`src/rtl/mbt_ram.sv`:
```
// ----------------------------------------------------------------------------
// mbt_ram
// Generic single-port-write, single-port-read RAM with registered read data.
// ----------------------------------------------------------------------------
module mbt_ram #(
    parameter int WIDTH = 20,
    parameter int DEPTH = 27
) (
    input  logic                     clk,
    input  logic                     we,
    input  logic [$clog2(DEPTH)-1:0] waddr,
    input  logic [WIDTH-1:0]         wdata,
    input  logic                     re,
    input  logic [$clog2(DEPTH)-1:0] raddr,
    output logic [WIDTH-1:0]         rdata
);

    logic [WIDTH-1:0] mem [DEPTH];
    logic [WIDTH-1:0] rdata_reg;

    // Write port.
    always_ff @(posedge clk)
    begin
        if (we)
        begin
            mem[waddr] <= wdata;
        end
    end

    // Registered read port; data holds between reads.
    always_ff @(posedge clk)
    begin
        if (re)
        begin
            rdata_reg <= mem[raddr];
        end
    end

    assign rdata = rdata_reg;

endmodule
```
`config.mk`:
```
export PLATFORM = sky130hd
export DESIGN_NAME = mbt_ram
export DESIGN_NICKNAME = d
export VERILOG_FILES = /design/src/rtl/mbt_ram.sv
export SDC_FILE = /design/constraint.sdc
export NUM_CORES = 1
export LEC_CHECK = 0
export BUFFER_PORTS_ARGS = -buffer_cell sky130_fd_sc_hd__buf_2
export CAP_MARGIN = 0
export CORE_UTILIZATION = 59
export DETAILED_ROUTE_END_ITERATION = 10
export PLACE_DENSITY = 0.77
export SYNTH_ARGS = -nofsm -noshare
export SYNTH_HDL_FRONTEND = slang
export SYNTH_SLANG_ARGS = --single-unit
```
`constraint.sdc`:
```
create_clock -name clk -period 2.21 [get_ports clk]
set_input_delay 0 -clock clk [delete_from_list [all_inputs] [get_ports clk]]
set_output_delay 0 -clock clk [all_outputs]
set_load 0.05 [all_outputs]
```
## Word level (Yosys, flattened, before mapping)

Memories as Yosys holds them, arrays and structs flattened. A register that Yosys moved wholly into a read port is not among the register bits.
Cells that the tools add are included.

- Input port bits: 33
- Register bits: 0
- Output and inout bits: 20
- Memories kept: 1
- Memory bits (writable): 540

Memory list:

| memory | words | width | read ports | clocked after Yosys merged registers in | wr ports | RTL line | text |
|---|---|---|---|---|---|---|---|
| mem | 27 | 20 | 1 | 1 | 1 | 18 | `logic [WIDTH-1:0] mem [DEPTH];` |

- Muxes and demuxes: 2

Operators with widths:

| operator | number |
|---|---|
| 2-to-1 mux 1 bit | 2 |

## Logic depth before layout (Yosys ltp)

Gate-level depths: netlist of run 1.

- Depth after elaboration: 2
- Mapped depth: 6

## Worst setup path after synthesis of run 1

Ideal clock, no wire load.

- Path type: input to register
- Start: input raddr[0]
- End: register rdata_reg[0], in the netlist rdata[0], read port of mem (data pin)
- Buffers on the path: 3
- Stages: 6
- Data required time: 1950 ps
- Slack: 223 ps
- Data arrival time: 1727 ps
- Path through: clkbuf_1 buf_6 buf_4 mux4_2 mux4_2 mux2_2

RTL lines:

| what | RTL line | text |
|---|---|---|
| from (decl) | 14 | `input logic [$clog2(DEPTH)-1:0] raddr,` |
| to (decl) | 19 | `logic [WIDTH-1:0] rdata_reg;` |

==> flow_metrics.tcl, run 1 <==
set metrics [dict create \
    clock-sinks 560 \
    layout-drive-gt1-share_pct 40.56 \
    slew_viol_final 0 \
    fillers 2040 \
    dpl.hpwl_mm 26.94 \
    setup_tns_ns 0 \
    cts_buffer_depth 3 \
    rows 69 \
    synth_edf_count 560 \
    whs_path_depth 1 \
    synth_compound_area_share_pct 0 \
    vias 9831 \
    antenna_left 0 \
    clk_pin_slew_ns 0.06 \
    slew_headroom_pct 42.80 \
    dieArea_um2 36800 \
    worst_pin_slew_ns 0.8581 \
    grt_max_degree 43 \
    cp_data_arrival_time_ns 2.28 \
    crit_fanout 1 \
    drt_pass1_iterations 5 \
    syn_inst 839 \
    place.gp.congestion 0.7818 \
    cts_tree "yes" \
    yosys_warnings 0 \
    layout.nets 1034 \
    numCtsBuffers 53 \
    hold_violations 0 \
    grt_pass1_wl_mm 68.46 \
    clk-insertion-delay-late_ns 0.60 \
    status "completed" \
    synth_cell_types 14 \
    total_leakage_power_nw 7.802 \
    syn_area_um2 21260 \
    crit_path_end_kind "register" \
    setup_viol 0 \
    multi_input_area_um2 4305 \
    syn_avg_cell_area_um2 25.34 \
    core_area_um2 35480 \
    first_global_vias 10220 \
    start_util_pct 59.92 \
    timing.fmax_ghz 0.5119 \
    postCtsHoldBufs 20 \
    antenna_found_initial 5 \
    stdcell_count 1503 \
    synth.area.top_cells "edfxtp_1 79%, mux4_2 17%, mux2_2 2.1%, nor2_1 0.49%, clkbuf_1 0.42%" \
    drt-vias-per-instance 6.541 \
    syn_nets 872 \
    hold_class "primary input to register" \
    placed_cells 1387 \
    netlist.area_leader.share_pct 79.09 \
    die-height_um 191.8 \
    drcViolationCount 0 \
    crit_path_start_kind "register" \
    syn_to_final_growth_pct 15.24 \
    period_share_pct 88.40 \
    r2r_cells 3 \
    synth-simple-area-share_pct 0.8651 \
    largest_reg_flops 540 \
    dieWidth_um 191.8 \
    grt_use_total_pct 27.16 \
    grt_overflow_total 0 \
    irDropWorstVdd_mv 0.7148 \
    synth-seq-area-share_pct 79.09 \
    seq_area_um2 16820 \
    wl_per_cell_um 31.43 \
    ys_top_cells_by_count "560 x edfxtp_1, 160 x mux4_2, 40 x mux2_2" \
    io_pins 53 \
    synth_top_family_by_area "multiplexers" \
    io_buffers 52 \
    utilization_pct 69.05 \
    setup_slack_ns 0.2564 \
    synthMuxAreaShare_pct 19.07 \
    htree_levels 2 \
    fin_crit_ns 1.954 \
    yosys_register_bits 560 \
    synth-main-ff-cell "edfxtp_1" \
    rsz0062_at_grt "no" \
    cts_resized 0 \
    synthArstFlopShare_pct 0 \
    yosysMostFrequentCell "edfxtp_1" \
    synthXorXnorAreaFrac_pct 0 \
    place_ws_ns 0.08421 \
    p_per_area_nw_per_um2 873.2 \
    clockRootBuffer "clkbuf_16" \
    skew_ns 0.02627 \
    synthAdderAreaFrac_pct 0 \
    crit_type "register to register" \
    drv_cap 0 \
    synth.largest_area_cell "edfxtp_1" \
    worstPathRequired_ns 2.54 \
    drt_iter0_markers 1143 \
    wirelength_mm 47.24 \
    post_cts_buffers 0 \
]
[cell type report]
class / instances / area share (%)
antenna: 4 / 0.04085
clock buffer: 63 / 5.740
clock inverter: 29 / 0.6230
multi-input combinational: 239 / 17.57
sequential: 560 / 68.63
tap: 461 / 2.354
timing repair buffer: 147 / 5.040
[power breakdown]
group	switching, mW	internal [mW]	total, mW
clock network	3.66	4.60	8.26
registers	0.0503	11.9	11.9
logic	0.688	0.534	1.22
[per-layer routing]
| layer | vias to the layer above | wire (µm) | track usage [%] |
|---|---|---|---|
| met1 | 5217 | 17730 | 36.58 |
| met3 | 105 | 4107 | 5.134 |
| met5 | - | 21 | 0 |
| li1 | 3963 | - | - |
| met4 | 4 | 1691 | 10.23 |
| met2 | 542 | 23690 | 44.72 |
[final timing paths]
path | from | to | slack [ns]
max reg2reg | mem[14][14] | rdata[14] | 0.26
min reg2reg | mem[26][0] | rdata[0] | 0.78
min | re | rdata[6] | 0.07
max | mem[14][14] | rdata[14] | 0.26
[through the flow]
step                      total power, mW  area (µm²)  hold slack (ns)
after floorplan                     12.84       21260          0.09887
after global placement              13.29       22730           0.4454
after detailed placement            13.32       22730           0.4645
after CTS                           21.50       24490          0.03479
after global routing                21.98       24500          0.05680
final                               21.40       24500          0.06889
[critical path: stages, from the launching register on]
cell	delay [ns]
edfxtp_1	0.40
mux4_2	0.51
mux4_2	0.51
mux2_2	0.28
[cells by family (layout without fill, tap and decap cells)]
group,count (synthesis),after routing
and+or+nand+nor,39,39
muxes,200,200
other,0,4
buffers and inverters,40,239
DFF,560,560
[cell usage in the layout (no fill, tap or decap)]
| cell | instances |
|---|---|
| clkbuf_8 | 1 |
| bufinv_16 | 1 |
| clkinv_1 | 20 |
| buf_2 | 50 |
| or3_1 | 1 |
| mux2_2 | 40 |
| nand3b_1 | 5 |
| nand3_1 | 1 |
| diode_2 | 4 |
| nor2_1 | 1 |
| clkbuf_1 | 8 |
| buf_4 | 60 |
| clkbuf_16 | 55 |
| mux4_2 | 160 |
| nand2_1 | 1 |
| or3b_2 | 3 |
| dlygate4sd3_1 | 20 |
| clkinv_2 | 6 |
| buf_12 | 16 |
| edfxtp_1 | 560 |
| nor2_2 | 27 |
| inv_6 | 2 |
Note: power is estimated with default switching activity, not from simulation.
==> run 2, diff against run 1 <==
- ABC_AREA: default -> 1
- CORE_ASPECT_RATIO: default -> 2
==> flow_metrics.tcl, run 2 <==
set metrics [dict create \
    status "completed" \
    timing.hold.worst.start "re" \
    fin_crit_ns 1.382 \
    antenna_left 0 \
    whs_path_depth 1 \
    clockPowerShare_pct 39.2 \
    drt_iter0_markers 1602 \
    clk_pin_slew_ns 0.07 \
    switching_share_pct 21.75 \
    grt_use_total_pct 30.05 \
    syn_inst 1861 \
    clockRootBuffer "clkbuf_16" \
    grt_overflow_total 0 \
    layout.nets 1976 \
    syn_area_um2 22510 \
    path_cells "dlygate4sd3_1 -> buf_2 -> inv_1 -> nand3_1 -> nor2_2 -> buf_12" \
    yosys_register_bits 560 \
    layout_commonest_cell "nand2_1" \
    p_comb_share_pct 6.6 \
    use_met2_pct 52.31 \
    crit_path_end_kind "register" \
    worstPathRequired_ns 2.47 \
    synthArstFlopShare_pct 0 \
    clock-sinks 560 \
    postPlaceCellArea_um2 23480 \
    ys_top_cells_by_count "729 x nand2_1, 560 x edfxtp_1, 380 x nand3_1" \
    timing.fmax_ghz 0.7237 \
    wirelength_mm 56.68 \
    worst_pin_slew_ns 0.8102 \
    cp_num_buf_inv 4 \
    placed_cells 2332 \
    cp_data_arrival_time_ns 1.64 \
    cts_buffer_depth 3 \
    netlist.area_leader.share_pct 74.70 \
    drt_pass1_iterations 5 \
    wl_per_cell_um 23.26 \
    crit_fanout 16 \
    place_ws_ns 0.4754 \
    utilization_pct 67.59 \
    hold_violations 0 \
    die-height_um 278.2 \
    worst-path-stages 6 \
    reg2reg_to "rdata[7]" \
    synth.area.top_cells "edfxtp_1 75%, nand2_1 12%, nand3_1 8.4%, buf_2 1.2%, buf_6 1.2%" \
    vias 14830 \
    largest_reg_flops 540 \
    syn_avg_cell_area_um2 12.10 \
    total_leakage_power_nw 9.318 \
    crit_slowest_cell "dlygate4sd3_1" \
    reg2reg_from "mem[17][7]" \
    drt-vias-per-instance 6.086 \
    slew_viol_final 0 \
    p_int_mw 17.19 \
    dpl.hpwl_mm 32.42 \
    yosys_warnings 0 \
    first_global_vias 14830 \
    hold_end "rdata[0]" \
    met3_usage_pct 3.992 \
    rrSetupSlack_ns 0.85 \
    r2r_cells 8 \
    core_area_um2 37410 \
    p_per_area_nw_per_um2 868.9 \
    place.gp.congestion 0.8296 \
    setup_slack_ns 0.8282 \
    grt_pass1_wl_mm 85.59 \
    stdcell_count 2437 \
    numCtsBuffers 46 \
    layout-drive-gt1-share_pct 11.28 \
    synth-main-ff-cell "edfxtp_1" \
    synth.largest_area_cell "edfxtp_1" \
    grt_util_met1_pct 35.21 \
    cts_resized 0 \
    skew_ns 0.01619 \
    antenna_found_initial 2 \
    fin_area_um2 25280 \
    drcViolationCount 0 \
    syn_nets 1894 \
    synth-seq-area-share_pct 74.70 \
    io_pins 53 \
    clk-insertion-delay-late_ns 0.57 \
    cts_tree "yes" \
    crit_path_start_kind "primary input" \
    grt_max_degree 154 \
    synth_cell_types 17 \
    setup_tns_ns 0 \
    irDropWorstVdd_mv 0.8187 \
    seqPwrFrac_pct 54.1 \
    start_util_pct 60.17 \
    htree_levels 2 \
    synth_edf_count 560 \
    crit_type "primary input to register" \
    switchingPower_mw 4.777 \
    io_buffers 52 \
    grt.busiest_layer "met2" \
    setup_viol 0 \
    dieArea_um2 38980 \
    rsz0062_at_grt "no" \
    period_share_pct 62.53 \
    hold_class "primary input to register" \
    crit_family "buffers and inverters" \
    drv_cap 0 \
    rows 100 \
    syn_to_final_growth_pct 12.32 \
    yosysMostFrequentCell "nand2_1" \
    dieWidth_um 140.1 \
    cp-startpoint "waddr[3]" \
    slew_headroom_pct 45.99 \
    max_stage_delay_ns 0.53 \
    final_cell_mix "729 x nand2_1, 560 x edfxtp_1, 380 x nand3_1" \
]
-- run 2: worst max path at each step --
stage                        to  slack, ns
global placement      rdata[13]       0.52
detailed placement     rdata[7]       0.48
floorplan             mem[0][0]       0.68
finish               mem[17][4]       0.83
global route         mem[17][4]       0.77
CTS                 mem[17][17]       0.84
-- run 2: metrics by stage --
step / hold WS, ns / power (mW)
floorplan: 0.09887 / 13.00
global placement: 0.4511 / 13.49
detailed placement: 0.4733 / 13.53
CTS: 0.005680 / 22.01
global route: 0.03077 / 22.53
finish: 0.03092 / 21.97
-- run 2: routing by layer --
metal	vias to the layer above	wire length, µm
met1	7195	19480
met3	180	4202
met4	2	3569
met5	-	14
met2	781	29420
li1	6673	-
-- run 2: timing repair --
action                    in CTS  in global routing
hold buffers                  22                  0
buffers inserted               0                  0
hold endpoints to repair     542                  0
-- run 2: cells by family after synthesis --
| logic type | Yosys count | share of synthesized area [%] |
|---|---|---|
| compound gates | 42 | 1.034 |
| buf+inv | 123 | 3.207 |
| simple gates | 1136 | 21.05 |
| flops | 560 | 74.70 |
-- run 2: cell type report --
cell class | instances | area (µm²)
tap | 459 | 574.3
antenna | 1 | 2.502
fill | 2549 | 12130
clock inverter | 29 | 380.4
clock buffer | 53 | 1199
inverter | 10 | 45.04
multi-input combinational | 1178 | 5040
sequential | 560 | 16820
timing repair buffer | 147 | 1227
-- run 2: power by group through the flow --
stage / sequential, mW / combinational [mW] / clock (mW)
after floorplan: 12.2 / 0.778 / 0
after global placement: 12.1 / 1.37 / 0
after detailed placement: 12.1 / 1.41 / 0
after CTS: 11.9 / 1.45 / 8.66
after global routing: 11.9 / 1.59 / 9.05
final: 11.9 / 1.46 / 8.62
